File: src/hw/rtl/ilp_pkg.sv
// types, constants and codes shared by the integer list parser
package ilp_pkg;

    // most numbers taken in one line, on top of the max_entries register
    localparam int ENTRY_LIMIT = 256;

    // result queue between the parser and the result channel
    localparam int FIFO_DEPTH = 4;
    localparam int PTR_W      = $clog2(FIFO_DEPTH);
    localparam int CNT_W      = $clog2(FIFO_DEPTH + 1);

    // configuration register indexes
    localparam logic CFG_ENTRY_BYTES = 1'b0;
    localparam logic CFG_MAX_ENTRIES = 1'b1;

    // status codes
    localparam logic [2:0] ST_OK          = 3'd0;
    localparam logic [2:0] ST_ILLEGAL     = 3'd1;
    localparam logic [2:0] ST_TOO_MANY    = 3'd2;
    localparam logic [2:0] ST_OUT_OF_RNG  = 3'd3;
    localparam logic [2:0] ST_SEP_EXPECT  = 3'd4;

    // result kinds
    localparam logic KIND_VALUE   = 1'b0;
    localparam logic KIND_SUMMARY = 1'b1;

    // characters
    localparam logic [7:0] CHAR_ZERO  = 8'h30;
    localparam logic [7:0] CHAR_ONE   = 8'h31;
    localparam logic [7:0] CHAR_NINE  = 8'h39;
    localparam logic [7:0] CHAR_X     = 8'h78;
    localparam logic [7:0] CHAR_PCT   = 8'h25;
    localparam logic [7:0] CHAR_COMMA = 8'h2c;
    localparam logic [7:0] CHAR_SPACE = 8'h20;
    localparam logic [7:0] CHAR_TAB   = 8'h09;
    localparam logic [7:0] CHAR_LA    = 8'h61;
    localparam logic [7:0] CHAR_LF    = 8'h66;
    localparam logic [7:0] CHAR_UA    = 8'h41;
    localparam logic [7:0] CHAR_UF    = 8'h46;

    typedef struct packed {
        logic [7:0] character;
        logic       line_end;
    } in_item_t;

    typedef struct packed {
        logic        kind;
        logic [31:0] number;
        logic [8:0]  position;
        logic [2:0]  status;
        logic        last;
    } out_item_t;

    // digit value of a character, 16 when it is no hex digit
    function automatic logic [4:0] digit_value(input logic [7:0] c);
        logic [4:0] d;
        d = 5'd16;
        if (c >= CHAR_ZERO && c <= CHAR_NINE) begin
            d = 5'(c - CHAR_ZERO);
        end else if (c >= CHAR_LA && c <= CHAR_LF) begin
            d = 5'(c - CHAR_LA) + 5'd10;
        end else if (c >= CHAR_UA && c <= CHAR_UF) begin
            d = 5'(c - CHAR_UA) + 5'd10;
        end
        return d;
    endfunction

    function automatic logic is_blank(input logic [7:0] c);
        return (c == CHAR_SPACE) || (c == CHAR_TAB);
    endfunction

endpackage

File: src/hw/rtl/integer_list_parser_unit.sv
// integer list parser: one character per request in, values and line summaries out
//
// usage:
//   s_* channel takes one request per cycle: an ascii character or a line end
//   m_* channel delivers results: one per parsed number (kind 0, with its index)
//   and one summary per line end (kind 1, count and status, last set)
//   cfg_we/cfg_index/cfg_wdata write entry_bytes (0) and max_entries (1) while idle
// latency and throughput:
//   a request is parsed in the cycle it is accepted; its results sit in a
//   4-entry result queue and can leave at the next cycle, one per cycle
//   one request per cycle is sustained; a line end may queue two results
// stalls:
//   s_ready drops while the queue has less than two free slots, so a stalled
//   receiver holds the parser once three results are waiting; requests that
//   raise no result keep flowing until then
// reset:
//   aresetn low empties the queue, returns the parser to the start of a line
//   and sets entry_bytes to 1 and max_entries to 256
module integer_list_parser_unit
    import ilp_pkg::*;
(
    input  logic       aclk,
    input  logic       aresetn,

    input  logic       s_valid,
    output logic       s_ready,
    input  in_item_t   s_data,

    output logic       m_valid,
    input  logic       m_ready,
    output out_item_t  m_data,

    input  logic       cfg_we,
    input  logic       cfg_index,
    input  logic [8:0] cfg_wdata
);

    // parse modes
    localparam logic [2:0] MODE_START = 3'd0;
    localparam logic [2:0] MODE_ZERO  = 3'd1;
    localparam logic [2:0] MODE_DEC   = 3'd2;
    localparam logic [2:0] MODE_HEX   = 3'd3;
    localparam logic [2:0] MODE_BIN   = 3'd4;
    localparam logic [2:0] MODE_AFTER = 3'd5;

    // configuration registers
    logic [2:0]  entry_bytes_reg;
    logic [8:0]  max_entries_reg;

    // line state
    logic [2:0]  mode_reg,  mode_next;
    logic [31:0] acc_reg,   acc_next;
    logic [8:0]  count_reg, count_next;
    logic [2:0]  err_reg,   err_next;

    // result queue
    out_item_t        fifo_mem [FIFO_DEPTH];
    logic [PTR_W-1:0] wr_ptr_reg, rd_ptr_reg;
    logic [CNT_W-1:0] fill_reg;

    logic       s_accept;
    logic       m_accept;
    logic [1:0] push_num;
    out_item_t  res0, res1;

    // closing the pending number
    logic       too_many;
    logic       out_of_range;
    logic [2:0] close_err;
    out_item_t  value_res;

    // character decode
    logic [7:0]  ch;
    logic [4:0]  digit;
    logic        digit_ok;
    logic [31:0] acc_grown;
    logic        num_mode;
    logic        closing;
    logic [8:0]  sum_pos;
    logic [2:0]  sum_status;

    assign s_ready  = (fill_reg <= CNT_W'(FIFO_DEPTH - 2));
    assign s_accept = s_valid && s_ready;
    assign m_valid  = (fill_reg != '0);
    assign m_accept = m_valid && m_ready;
    assign m_data   = fifo_mem[rd_ptr_reg];

    // config writes
    always_ff @(posedge aclk) begin
        if (!aresetn) begin
            entry_bytes_reg <= 3'd1;
            max_entries_reg <= 9'd256;
        end else if (cfg_we) begin
            case (cfg_index)
                CFG_ENTRY_BYTES: entry_bytes_reg <= cfg_wdata[2:0];
                CFG_MAX_ENTRIES: max_entries_reg <= cfg_wdata;
                default: ;
            endcase
        end
    end

    // checks for the number held in the accumulator
    always_comb begin
        too_many = (count_reg >= max_entries_reg) || (32'(count_reg) >= ENTRY_LIMIT);
        case (entry_bytes_reg)
            3'd0:    out_of_range = (acc_reg != '0);
            3'd1:    out_of_range = (acc_reg[31:8] != '0);
            3'd2:    out_of_range = (acc_reg[31:16] != '0);
            3'd3:    out_of_range = (acc_reg[31:24] != '0);
            default: out_of_range = 1'b0;
        endcase
        if (too_many) begin
            close_err = ST_TOO_MANY;
        end else if (out_of_range) begin
            close_err = ST_OUT_OF_RNG;
        end else begin
            close_err = ST_OK;
        end
        value_res.kind     = KIND_VALUE;
        value_res.number   = acc_reg;
        value_res.position = count_reg;
        value_res.status   = ST_OK;
        value_res.last     = 1'b0;
    end

    // digit accumulation per radix
    always_comb begin
        ch    = s_data.character;
        digit = digit_value(ch);
        case (mode_reg)
            MODE_HEX: begin
                digit_ok  = 1'b1;
                acc_grown = {acc_reg[27:0], 4'b0} + 32'(digit);
            end
            MODE_BIN: begin
                digit_ok  = (digit < 5'd2);
                acc_grown = {acc_reg[30:0], 1'b0} + 32'(digit);
            end
            default: begin
                digit_ok  = (digit < 5'd10);
                acc_grown = {acc_reg[28:0], 3'b0} + {acc_reg[30:0], 1'b0} + 32'(digit);
            end
        endcase
        if (mode_reg == MODE_HEX) begin
            digit_ok = (digit < 5'd16);
        end
    end

    // parser step
    always_comb begin
        mode_next  = mode_reg;
        acc_next   = acc_reg;
        count_next = count_reg;
        err_next   = err_reg;
        push_num   = 2'd0;
        res0       = value_res;
        res1       = value_res;
        num_mode   = (mode_reg >= MODE_ZERO) && (mode_reg <= MODE_BIN);
        closing    = 1'b0;
        sum_pos    = count_reg;
        sum_status = err_reg;

        if (s_accept) begin
            if (s_data.line_end) begin
                closing = (err_reg == ST_OK) && num_mode;
                if (closing && close_err == ST_OK) begin
                    sum_pos = count_reg + 9'd1;
                end else if (closing) begin
                    sum_status = close_err;
                end
                // summary follows the value result of a pending number, if any
                if (closing && close_err == ST_OK) begin
                    push_num = 2'd2;
                    res1.kind     = KIND_SUMMARY;
                    res1.number   = '0;
                    res1.position = sum_pos;
                    res1.status   = sum_status;
                    res1.last     = 1'b1;
                end else begin
                    push_num = 2'd1;
                    res0.kind     = KIND_SUMMARY;
                    res0.number   = '0;
                    res0.position = sum_pos;
                    res0.status   = sum_status;
                    res0.last     = 1'b1;
                end
                mode_next  = MODE_START;
                acc_next   = '0;
                count_next = '0;
                err_next   = ST_OK;
            end else if (err_reg == ST_OK) begin
                if (mode_reg == MODE_START) begin
                    if (!is_blank(ch)) begin
                        acc_next = '0;
                        if (ch == CHAR_ZERO) begin
                            mode_next = MODE_ZERO;
                        end else if (ch == CHAR_PCT) begin
                            mode_next = MODE_BIN;
                        end else if (ch >= CHAR_ONE && ch <= CHAR_NINE) begin
                            acc_next  = 32'(digit);
                            mode_next = MODE_DEC;
                        end else begin
                            err_next = ST_ILLEGAL;
                        end
                    end
                end else if (mode_reg == MODE_ZERO && ch == CHAR_X) begin
                    mode_next = MODE_HEX;
                end else if (num_mode && digit_ok) begin
                    acc_next = acc_grown;
                    if (mode_reg == MODE_ZERO) begin
                        mode_next = MODE_DEC;
                    end
                end else if (num_mode && close_err != ST_OK) begin
                    err_next = close_err;
                end else begin
                    // number ends here (if one was open), then expect a separator
                    if (num_mode) begin
                        push_num   = 2'd1;
                        count_next = count_reg + 9'd1;
                        acc_next   = '0;
                    end
                    if (is_blank(ch)) begin
                        mode_next = MODE_AFTER;
                    end else if (ch == CHAR_COMMA) begin
                        mode_next = MODE_START;
                    end else begin
                        mode_next = MODE_AFTER;
                        err_next  = ST_SEP_EXPECT;
                    end
                end
            end
        end
    end

    always_ff @(posedge aclk) begin
        if (!aresetn) begin
            mode_reg  <= MODE_START;
            acc_reg   <= '0;
            count_reg <= '0;
            err_reg   <= ST_OK;
        end else begin
            mode_reg  <= mode_next;
            acc_reg   <= acc_next;
            count_reg <= count_next;
            err_reg   <= err_next;
        end
    end

    // result queue storage
    always_ff @(posedge aclk) begin
        if (push_num != 2'd0) begin
            fifo_mem[wr_ptr_reg] <= res0;
        end
        if (push_num == 2'd2) begin
            fifo_mem[wr_ptr_reg + PTR_W'(1)] <= res1;
        end
    end

    // result queue pointers and fill level
    always_ff @(posedge aclk) begin
        if (!aresetn) begin
            wr_ptr_reg <= '0;
            rd_ptr_reg <= '0;
            fill_reg   <= '0;
        end else begin
            wr_ptr_reg <= wr_ptr_reg + PTR_W'(push_num);
            if (m_accept) begin
                rd_ptr_reg <= rd_ptr_reg + PTR_W'(1);
            end
            fill_reg <= fill_reg + CNT_W'(push_num) - CNT_W'(m_accept);
        end
    end

endmodule

File: config.mk
export PLATFORM = sky130hd
export DESIGN_NAME = integer_list_parser_unit
export DESIGN_NICKNAME = d
export VERILOG_FILES = /design/src/hw/rtl/ilp_pkg.sv /design/src/hw/rtl/integer_list_parser_unit.sv
export SDC_FILE = /design/constraint.sdc
export NUM_CORES = 1
export LEC_CHECK = 0
export BUFFER_PORTS_ARGS = -buffer_cell sky130_fd_sc_hd__buf_2
export CAP_MARGIN = 20
export CORE_MARGIN = 8
export CORE_UTILIZATION = 64
export CTS_CLUSTER_SIZE = 28
export DETAILED_ROUTE_END_ITERATION = 8
export PLACE_DENSITY = 0.79
export REMOVE_ABC_BUFFERS = 1
export SETUP_SLACK_MARGIN = 0.5
export SLEW_MARGIN = 20
export SYNTH_ARGS = -nofsm -noshare
export SYNTH_HDL_FRONTEND = slang
export SYNTH_SLANG_ARGS = --single-unit
File: constraint.sdc
create_clock -name aclk -period 14.5 [get_ports aclk]
set_clock_uncertainty 0.05 [all_clocks]
set_input_delay 2.175 -clock aclk [delete_from_list [all_inputs] [get_ports aclk]]
set_output_delay 2.175 -clock aclk [all_outputs]
set_load 0.005 [all_outputs]
# Word level (Yosys, flattened, before mapping)
# Memories as Yosys holds them, arrays and structs flattened. A register that Yosys moved wholly into a read port is not among the register bits.
# Cells that the tools add are included.
[word_totals]
ff_bits = 66
latch_bits = 0
ramBits = 184
romBits = 0
in_bits = 24
output_inout_bits = 48
memories = 1
[mem_list]
columns = ["name", "words", "word_bits", "read_ports", "rd_ports_with_merged_regs", "write_ports", "line", "text"]
rows = [
  ["fifo_mem", 4, 46, 1, 1, 2, "integer_list_parser_unit.sv:57", "out_item_t fifo_mem [FIFO_DEPTH];"],
]
[op_classes]
addsub = 15
n_mul = 0
n_div = 0
magnitude_cmp = 15
eq_ne = 29
n_shift = 0
mux = 76
bitwise_logic = 1
reduce_logical = 34
[ops]
columns = ["cell", "count"]
rows = [
  ["2-to-1 mux 46 bit", 6],
  ["2-to-1 mux 32 bit", 8],
  ["adder 32 x 5 -> 32 bit", 3],
  ["2-to-1 mux 3 bit", 27],
  ["2-to-1 mux 9 bit", 8],
  ["case mux 32 bit (2 select lines)", 1],
  ["adder 32 bit", 1],
  ["equality test 8 x 6 -> 1 bit (second input constant)", 4],
  ["nonzero test 32 bit", 1],
  ["2-to-1 mux 5 bit", 6],
  ["nonzero test 24 bit", 1],
  ["inequality test 3 bit (second input constant)", 7],
  [">= comparator 8 x 6 -> 1 bit (second input constant)", 2],
  [">= comparator 8 x 7 -> 1 bit (second input constant)", 2],
  ["less-or-equal comparator 8 x 7 -> 1 bit (second input constant)", 2],
  ["nonzero test 16 bit", 1],
  ["2-to-1 mux 2 bit", 7],
  ["logical AND 1 bit", 12],
  ["zero test 3 bit", 4],
  ["2-to-1 mux 1 bit", 12],
  ["AND reduction 6 bit", 2],
  ["adder 5 x 4 -> 5 bit (second input constant)", 2],
  ["inequality test 5 bit (second input constant)", 2],
  ["AND reduction 10 bit", 1],
  ["34 further kinds", 48],
]

# Longest topological paths before layout
# Gate-level depths: netlist of the first run.
[logic_depth]
ltp_word = 18
ltp_mapped = 19

# Worst setup path before layout of the first run
# Ideal clock, no wire load.
[synth_path]
path_kind = "input to register"
startpoint = "input port s_data[2] in the netlist's numbering"
endpoint = "memory fifo_mem[3][0] in the netlist's numbering (enable)"
setup_ps = 453
arrival_ps = 6164
t_required_ps = 13997
path_slack_ps = 7833
path_stages = 11
path_cell_list = "inv_1 ha_1 or3b_4 and3_4 a21oi_1 a311o_1 buf_6 nand3_1 o21ai_1 a21oi_1 nor2b_1"
[synth_rtl]
columns = ["item", "line", "text"]
rows = [
  ["start, declared", "integer_list_parser_unit.sv:27", "input in_item_t s_data,"],
  ["end, declared", "integer_list_parser_unit.sv:57", ""],
]

# Worst setup path after layout of the first run
[layout_path]
startpoint = "input port s_data[2] in the netlist's numbering"
endpoint = "register acc_reg[30]"
[layout_via]
elab_chain_cells = 14
word_cells_on_any_way = 42
classes_between = "add/sub (8); order compare (9); eq/ne (6); mux (11); reduce/logical (8)"
[layout_rtl]
columns = ["item", "line", "text"]
rows = [
  ["parallel branches: the longest is 14 deep, another holds adder 32 x 5 -> 32 bit", "-", ""],
  ["end signal, assigned", "integer_list_parser_unit.sv:243", "acc_reg <= acc_next;"],
  ["end, declared", "integer_list_parser_unit.sv:52", "logic [31:0] acc_reg, acc_next;"],
]
# Parallel ways; which one is timed is not known. The select of a mux whose other input is x is not followed.
# A chain may end at the register's enable or synchronous reset.

==> run metrics, run 1 <==
status finished, final reports clean; Final Hold Vio Count 0; worst reg-to-reg path cell count 12; Die Ht 169 um; Core Rows 56; Synth Flop Type edfxtp_1; Worst-Margin Slew 1.07 ns; Min Hold Slack 0.407 ns; main combinational cell family by area after synthesis simple AND/OR/NAND/NOR gates; # IOs 72; # diodes 0; Core ar. 0.0232 mm2; drt first pass iters 5; H-tree depth 1; Peak Freq 158 MHz; root buf cell clkbuf_16; Fill cells 1665; unrepaired setup endpoints after global routing false; CTS tree yes; LEAKAGE 6.10 nW; setup TNS 0 ns; Final Critical Period 6.35 ns; Worst R2R End fifo_mem[3][38]$_DFFE_PP_; via count 11100; Worst Setup Start Kind input pin; Die W 169 um; Max stage delay cell, worst path a31oi_1; share of cells above drive strength 1 0.134; post-route ant nets 0; pin count of the biggest net entering global routing 46; final setup fails 0; Hold Path Stages 2; Worst Hold Class flip-flop to flip-flop; Crit path top cell by count ha_1; GR Util All Layers 0.246; worst vdd ir 0.0857 mV; post-synth design cell area 0.0149 mm2; Critical Path AT 6.71 ns; FF-to-FF Start count_reg[0]$_SDFFE_PN0P_; simple logic cell fraction of the synthesized area 0.180; CP endpoint kind flip-flop; normalized max-slew margin 0.288; max reg flops 180; vias in the first global route 10800; mux contribution to synthesized area 0.0783; critical-path cell list buf_2 -> inv_1 -> ha_1 -> or3b_4 -> and3_4 -> a21oi_1 -> nor2_1 -> ha_1 -> ha_1 -> inv_1 -> fa_1 -> nor2b_1 -> o31a_1 -> o2111ai_1 -> nand3b_1 -> a31oi_1 -> o211ai_1 -> a21o_1 -> a31o_2 -> a22o_1; MaxCap Viol Count 0; fin crit share 0.438; # port buffers 71; post-CTS resize count 0; Starting Density 0.644; DRT Wirelength 35.5 mm; crit path max fanout 8; later-pin clock latency in the skew report 0.51 ns; Final GP Congestion 0.910; most common cell in the netlist edfxtp_1; hold endpoint max_entries_reg[5]$_SDFFE_PN0P_; Data required, critical path 14.86 ns; Congestion Overflow GR 0; Final #Nets 1535; Crit Path Class input pin to flip-flop; Clock Path Buffers 3; hold path startpoint max_entries_reg[5]$_SDFFE_PN0P_; warning count from the yosys run 0; Netlist cell types 73; WL/cell 20.1 um; Yosys top cell area share 0.362; XOR/XNOR share of the synthesized area 0.0669; Mapped Cells 1417; Max Slew Vio Count 0; DP HPWL 23.6 mm; post-synthesis adder-cell area fraction 0.0721; post-synth top area cell edfxtp_1; drt first-iter violations 1185; Vias/cell 6.29; first-pass GRT wire length 56.7 mm; number of synthesized register bits 248; syn avg cell area 10.5 um2; P&R area growth vs syn 8.40%; synth cell count leaders edfxtp_1 (180), and2_1 (132), nand2_1 (110); ys async rst share 0; number of synthesized flops with an enable pin 180; die area 0.0285 mm2; Pwr Density 114 mW/mm2; initial antenna violation count 0; Seq/Total Area, Yosys 0.453; Setup Fix Bufs, Post-CTS 0; Critical Path Max Stage Delay 0.48 ns; CTS Buf Count 24; # DRC 0; clock sink count 248; Synth Area in Compound Gates 0.113; # hold bufs at CTS 0; r2r setup slk 9.98 ns; largest cells by area after synthesis edfxtp_1 (36%), dfxtp_1 (9.1%), mux4_2 (6.8%), ha_1 (6.5%), and2_1 (5.5%); Reg clk slew, reported paths 0.07 ns
-- final cells by class --
cell class	count	area, um2	share of cell area
multi-input cells	1027	7630	0.472
flip-flops and latches	248	6770	0.418
clock buffers	33	676	0.0417
repair buffers	86	468	0.0289
well taps	319	399	0.0247
inverters	41	154	0.00951
clock inverters	10	82.6	0.00510
-- where the power goes --
part           internal [W]  switching, W  total (W)
Sequential         0.000809     0.0000520   0.000861
Combinational      0.000180      0.000203   0.000382
Clock              0.000344      0.000258   0.000603
-- worst max-delay path by stage --
stage	from	endpoint	slack [ns]	cells after the start
6_report	s_data[2]	acc_reg[30]$_SDFFE_PN0P_	8.15	20
5_1_grt	s_data[2]	acc_reg[30]$_SDFFE_PN0P_	7.79	20
4_1_cts	s_data[2]	acc_reg[30]$_SDFFE_PN0P_	8.17	20
3_5_place_dp	s_data[2]	acc_reg[30]$_SDFFE_PN0P_	7.64	20
3_3_place_gp	s_data[2]	acc_reg[30]$_SDFFE_PN0P_	7.77	20
2_1_floorplan	s_data[2]	fifo_mem[3][0]$_DFFE_PP_	7.70	10
-- layout by cell type (no fill, tap or decap), drive strengths merged, types with 8 or more instances in the layout --
master	n
edfxtp	180
and2	132
nand2	110
nor2	101
buf	86
ha	78
a21oi	68
dfxtp	68
xnor2	67
nand3	50
o21ai	49
xor2	47
mux4	45
inv	40
clkbuf	33
nor3	25
and3	23
o22ai	21
nor4	17
a21o	17
o21a	14
mux2i	11
a211oi	10
o21bai	8
nand4	8
clkinv	8
-- per-layer routing --
layer,track usage,wire length (um),vias to the layer above
met5,0,0,-
met4,0.0800,876,0
met3,0.0256,2480,61
met2,0.407,16900,475
met1,0.336,15300,5380
li1,-,-,5179
-- cells by family after synthesis --
family          count (synthesis)
xor+xnor                      114
flops                         248
mux                            60
simple gates                  514
compound gates                256
buf+inv                       142
fa+ha+maj                      83
-- stage by stage --
stage / worst slack, ns / power [W] / utilization / instances / cell area [um2]
finish: 8.15 / 0.00185 / 0.698 / 1764 / 16200
global placement: 7.77 / 0.00125 / 0.665 / 1721 / 15400
detailed placement: 7.64 / 0.00126 / 0.665 / 1721 / 15400
global route: 7.79 / 0.00192 / 0.698 / 1764 / 16200
CTS: 8.17 / 0.00185 / 0.698 / 1764 / 16200
floorplan: 7.70 / 0.00110 / - / 1316 / 14500
-- critical path, delay by kind of cell --
kind | cells | cell delay, ns
AND/OR/NAND/NOR | 5 | 1.00
buffers and inverters | 3 | 0.28
AO/OA/AOI/OAI | 8 | 2.16
adder cells (fa/ha/maj) | 4 | 1.09
(Power assumes the default switching activity.)
==> run 2, diff against run 1 <==
Settings changed: CORE_UTILIZATION 64 to 63, PLACE_DENSITY 0.79 to 0.78.
Clock period 14.5 ns to 6.5 ns, I/O delays scaled along.
==> run metrics, run 2 (synthesis gave the netlist of run 1 again) <==
WL/cell 20.2 um (+0.39%); Max Slew Vio Count 0 (unchanged); post-route ant nets 0 (unchanged); Final #Nets 1540 (+0.33%); CTS tree yes; Core ar. 0.0234 mm2 (+0.91%); commonest non-fill, non-tap cell in the layout edfxtp_1; placed insts 1726 (+0.29%); share of cells above drive strength 1 0.138 (+0.00358); Die W 170 um (+0.71%); normalized max-slew margin 0.299 (+0.0112); Clock Path Buffers 3 (unchanged); GR Util All Layers 0.246 (-0.000473); FF-to-FF Start count_reg[0]$_SDFFE_PN0P_; hold endpoint max_entries_reg[5]$_SDFFE_PN0P_; Worst Setup Start Kind input pin; DRT Wirelength 35.7 mm (+0.73%); clock sink count 248 (unchanged); H-tree depth 1 (unchanged); Worst-Margin Slew 1.04 ns (-0.0238 ns); r2r setup slk 2.16 ns (-7.82 ns); Routed met1 length 15.2 mm (-0.12%); clock share of power 0.348 (+0.021); Starting Density 0.638 (-0.00578); Final GP Congestion 0.916 (+0.73%); met2 wire length 17.2 mm (+2.0%); Setup Fix Bufs, Post-CTS 0 (unchanged); Core Rows 56 (unchanged); LEAKAGE 6.19 nW (+1.5%); Final Critical Period 5.29 ns; # IOs 72 (unchanged); Reg clk slew, reported paths 0.06 ns (about the same); Vias/cell 6.26 (-0.43%); Logic pwr share 0.202 (-0.005); drt first pass iters 5 (unchanged); CTS Buf Count 24 (unchanged); root buf cell clkbuf_16; fin crit share 0.814; via count 11100 (-0.090%); MaxCap Viol Count 0 (unchanged); worst reg-to-reg path cell count 12 (unchanged); P&R area growth vs syn 9.23%; vias in the first global route 10800 (-0.43%); initial antenna violation count 0 (unchanged); CP endpoint kind flip-flop; total net switching power 0.00116 W (+130%); # hold bufs at CTS 0 (unchanged); pin count of the biggest net entering global routing 46 (unchanged); setup TNS 0 ns (unchanged); Hold Path Stages 2 (unchanged); met3 WL 2.51 mm (+1.4%); drt first-iter violations 945 (-20%); Internal 0.00310 W (+130%); post-CTS resize count 0 (unchanged); # diodes 0 (unchanged); Crit Path Class input pin to flip-flop; final core utilization 0.697 (-0.000922); Congestion Overflow GR 0 (unchanged); first-pass GRT wire length 57.3 mm (+1.1%); die area 0.0289 mm2 (+1.4%); Peak Freq 189 MHz; # DRC 0 (unchanged); non-filler cells, final 1770 (+0.34%); status finished, final reports clean; Pwr Density 261 mW/mm2 (+130%); Sw Ratio 0.272 (-0.00595); Die Ht 170 um (+0.71%); # port buffers 71 (unchanged); max reg flops 180 (unchanged); Worst R2R End fifo_mem[1][40]$_DFFE_PP_; unrepaired setup endpoints after global routing false; highest metal used met4; worst vdd ir 0.224 mV (+160%); crit path max fanout 8 (unchanged); DP HPWL 24.2 mm (+2.6%); Data required, critical path 6.86 ns (-8.00 ns); Worst Hold Class flip-flop to flip-flop; highest-count cells in the layout ignoring fill and taps edfxtp_1 (180), and2_1 (132), nand2_1 (110); final setup fails 0 (unchanged); Critical Path AT 5.65 ns (-1.06 ns); Final Hold Vio Count 0 (unchanged); register share of total power 0.449 (-0.017); later-pin clock latency in the skew report 0.51 ns (about the same); hold path startpoint max_entries_reg[5]$_SDFFE_PN0P_
[run 2: cell types whose count changed in the layout (fill, tap and decap cells not counted), moves of 2 or more]
cell / delta
clkinv_1: +3
clkbuf_8: -2
buf_4: +5
bufinv_16: +4
clkbuf_1: -3
[run 2: stage by stage]
step / total power, W / hold slack [ns] / setup WS [ns] / area [um2]
final: 0.00426 / 0.408 / 1.21 / 16300
after floorplan: 0.00246 / 0.384 / 0.897 / 14500
after detailed placement: 0.00281 / 0.398 / 0.741 / 15500
after global routing: 0.00443 / 0.429 / 0.843 / 16300
after global placement: 0.00279 / 0.395 / 0.920 / 15500
after CTS: 0.00428 / 0.406 / 1.22 / 16300
[run 2: power groups by stage]
| stage | registers, W | clock network [W] | logic, W |
|---|---|---|---|
| final | 0.00192 | 0.00148 | 0.000861 |
| after global routing | 0.00194 | 0.00155 | 0.000940 |
| after CTS | 0.00192 | 0.00149 | 0.000865 |
| after detailed placement | 0.00195 | 0 | 0.000859 |
| after global placement | 0.00195 | 0 | 0.000839 |
| after floorplan | 0.00193 | 0 | 0.000536 |
[run 2: final cells by class]
cell class	count	area, um2
tap	319	399
fill	1705	7090
timing repair buffer	91	505
sequential	248	6770
multi-input combinational	1027	7640
inverter	41	154
clock inverter	16	206
clock buffer	28	637
[run 2: how the worst max path moves through the flow]
stage	from	cells after the start	to
global route	s_data[2]	20	acc_reg[30]$_SDFFE_PN0P_
detailed placement	s_data[2]	20	acc_reg[30]$_SDFFE_PN0P_
CTS	s_data[2]	20	acc_reg[30]$_SDFFE_PN0P_
finish	s_data[2]	20	acc_reg[30]$_SDFFE_PN0P_
global placement	s_data[2]	20	acc_reg[30]$_SDFFE_PN0P_
floorplan	s_data[2]	10	fifo_mem[3][0]$_DFFE_PP_
[run 2: worst max-delay path: stages]
cell and delay, ns:
buf_2 0.11, inv_1 0.09, ha_1 0.32, or3b_4 0.43
and3_4 0.17, a21oi_1 0.44, nor2_1 0.20, ha_1 0.34
ha_1 0.24, inv_1 0.08, fa_1 0.21, nor2b_1 0.08
o31a_1 0.28, o2111ai_1 0.21, nand3b_1 0.15, a31oi_1 0.51
o211ai_1 0.23, a21o_1 0.20, a31o_2 0.22, a22o_1 0.17
[run 2: metal layers]
layer | vias up | global-route usage
met1 | 5378 | 0.334
met3 | 56 | 0.0227
met5 | - | 0
met2 | 461 | 0.417
li1 | 5190 | -
met4 | 0 | 0.0679
==> run 3, diff against run 2 <==
Settings changed: ABC_AREA set to 1, CORE_UTILIZATION 63 to 57, PLACE_DENSITY 0.78 to 0.74.
Clock period 6.5 ns to 4.8 ns, I/O delays scaled along.
==> run metrics, run 3 <==
Peak Freq 261 MHz; CTS tree yes; number of synthesized register bits 248 (unchanged); H-tree depth 1 (unchanged); CTS Buf Count 24 (unchanged); Yosys top cell area share 0.322 (-0.0400); highest-count cells in the layout ignoring fill and taps nand2_1 (612), inv_1 (337), nor2_1 (264); # DRC 0 (unchanged); warning count from the yosys run 0 (unchanged); worst vdd ir 0.229 mV (+1.9%); ys async rst share 0 (unchanged); GR Util All Layers 0.261 (+0.0153); Clock Path Buffers 3 (unchanged); Seq/Total Area, Yosys 0.403 (-0.0501); status finished, final reports clean; MaxCap Viol Count 0 (unchanged); fin crit share 0.797; initial antenna violation count 0 (unchanged); post-synth design cell area 0.0168 mm2 (+12%); drt first pass iters 6 (+1); # port buffers 71 (unchanged); final core utilization 0.620 (-0.0766); Core ar. 0.0293 mm2 (+25%); pin count of the biggest net entering global routing 91 (+98%); final worst setup slack 0.973 ns (-0.235 ns); Synth Flop Type edfxtp_1; final setup fails 0 (unchanged); post-route ant nets 0 (unchanged); share of cells above drive strength 1 0.0853 (-0.0525); vias in the first global route 14200 (+32%); post-CTS resize count 0 (unchanged); root buf cell clkbuf_16; number of synthesized flops with an enable pin 180 (unchanged); Worst Hold Class input pin to flip-flop; # hold bufs at CTS 0 (unchanged); DRT Wirelength 47.8 mm (+34%); DP HPWL 33.8 mm (+39%); clock sink count 248 (unchanged); syn avg cell area 7.20 um2 (-32%); crit path max fanout 9 (+1); synth cell count leaders nand2_1 (612), inv_1 (338), nor2_1 (265); Max Slew Vio Count 0 (unchanged); Worst-Margin Slew 1.02 ns (-0.0229 ns); # IOs 72 (unchanged); Mapped Cells 2332 (+65%); Final Critical Period 3.83 ns; pre-CTS setup slack 0.514 ns (-0.227 ns); Core Rows 63 (+13%); max reg flops 180 (unchanged); Die Ht 188 um (+10%); Setup Fix Bufs, Post-CTS 0 (unchanged); CP endpoint kind flip-flop; WL/cell 17.3 um (-14%); Congestion Overflow GR 0 (unchanged); Final GP Congestion 1.05 (+14%); Pwr Density 416 mW/mm2 (+59%); normalized max-slew margin 0.319 (+0.0200); Data required, critical path 5.20 ns (-1.66 ns); largest cells by area after synthesis edfxtp_1 (32%), nand2_1 (14%), dfxtp_1 (8.1%), inv_1 (7.6%), nor2_1 (5.9%); LEAKAGE 8.65 nW (+40%); # diodes 0 (unchanged); setup TNS 0 ns (unchanged); drt first-iter violations 1584 (+68%); first-pass GRT wire length 75.5 mm (+32%); Vias/cell 5.59 (-11%); later-pin clock latency in the skew report 0.52 ns (about the same); most common cell in the netlist nand2_1; Critical Path AT 4.23 ns (-1.42 ns); Crit Path Class input pin to flip-flop; Worst Setup Start Kind input pin; die area 0.0352 mm2 (+22%); Final Hold Vio Count 0 (unchanged); Die W 188 um (+10%); P&R area growth vs syn 8.36%; via count 15400 (+39%); Reg clk slew, reported paths 0.07 ns (about the same); Starting Density 0.573 (-0.0655); Netlist cell types 53 (-27%); Final #Nets 2457 (+60%); Pwr Total 0.00756 W (+77%); commonest non-fill, non-tap cell in the layout nand2_1; post-synth top area cell edfxtp_1; unrepaired setup endpoints after global routing false
[run 3: logic make-up (layout without fill, tap and decap cells)]
kind of cell / Yosys count / after routing / share of synthesized area
buffers and inverters: 458 / 494 / 0.111
AO/OA/AOI/OAI: 370 / 370 / 0.119
AND/OR/NAND/NOR: 1154 / 1154 / 0.293
adder cells (fa/ha/maj): 83 / 83 / 0.0641
flip-flops: 248 / 248 / 0.403
XOR/XNOR: 19 / 19 / 0.0104
[run 3: stage by stage]
step                hold WS [ns]  instances  cell area (um2)
detailed placement         0.414       2714            17400
floorplan                  0.385       2228            16300
global route               0.378       2758            18200
global placement           0.404       2713            17300
finish                     0.376       2758            18200
CTS                        0.369       2758            18200
[run 3: final cells by class]
| cell class | count | area [um2] |
|---|---|---|
| inverters | 354 | 1330 |
| fillers | 2621 | 11100 |
| multi-input cells | 1626 | 8210 |
| clock inverters | 13 | 175 |
| flip-flops and latches | 248 | 6770 |
| well taps | 390 | 488 |
| repair buffers | 96 | 563 |
| clock buffers | 31 | 658 |
[run 3: worst max-delay path: stages]
cell	delay (ns)
buf_2	0.11
inv_1	0.09
ha_1	0.22
inv_1	0.09
nand2_1	0.06
nand2_1	0.06
nand2_1	0.07
nand2_2	0.11
nand2_1	0.09
nand2_1	0.06
nand2_2	0.10
inv_1	0.09
ha_1	0.33
ha_1	0.23
inv_1	0.07
fa_1	0.42
o21bai_1	0.33
nand3_1	0.11
nand2_1	0.19
nand2_1	0.10
nand2_1	0.08
nand2_1	0.05
nand3_1	0.06
nand3_1	0.07
nor2_1	0.10
nand2_1	0.07
a21oi_1	0.14
[run 3: worst paths after layout]
check | from | endpoint | slack, ns | cells past startpoint
worst max-delay path | s_data[2] | acc_reg[30]$_SDFFE_PN0P_ | 0.97 | 27
worst min register to register | max_entries_reg[1]$_SDFFE_PN0P_ | max_entries_reg[1]$_SDFFE_PN0P_ | 0.42 | 2
worst min-delay path | cfg_wdata[8] | max_entries_reg[8]$_SDFFE_PN1P_ | 0.38 | 3
worst max register to register | count_reg[2]$_SDFFE_PN0P_ | fill_reg[2]$_SDFF_PN0_ | 1.01 | 17
[run 3: per-layer routing]
layer  up-vias  wire (um)  track usage
met5         -          0            0
met4         0       1120       0.0721
met3        78       4100       0.0316
met2       670      22500        0.439
met1      7050      20100        0.351
li1       7630          -            -
[run 3: power breakdown]
part           total [W]  switching [W]  internal, W
sequential       0.00285       0.000226      0.00263
clock            0.00198       0.000797      0.00119
combinational    0.00272        0.00186     0.000865
total            0.00756        0.00288      0.00468
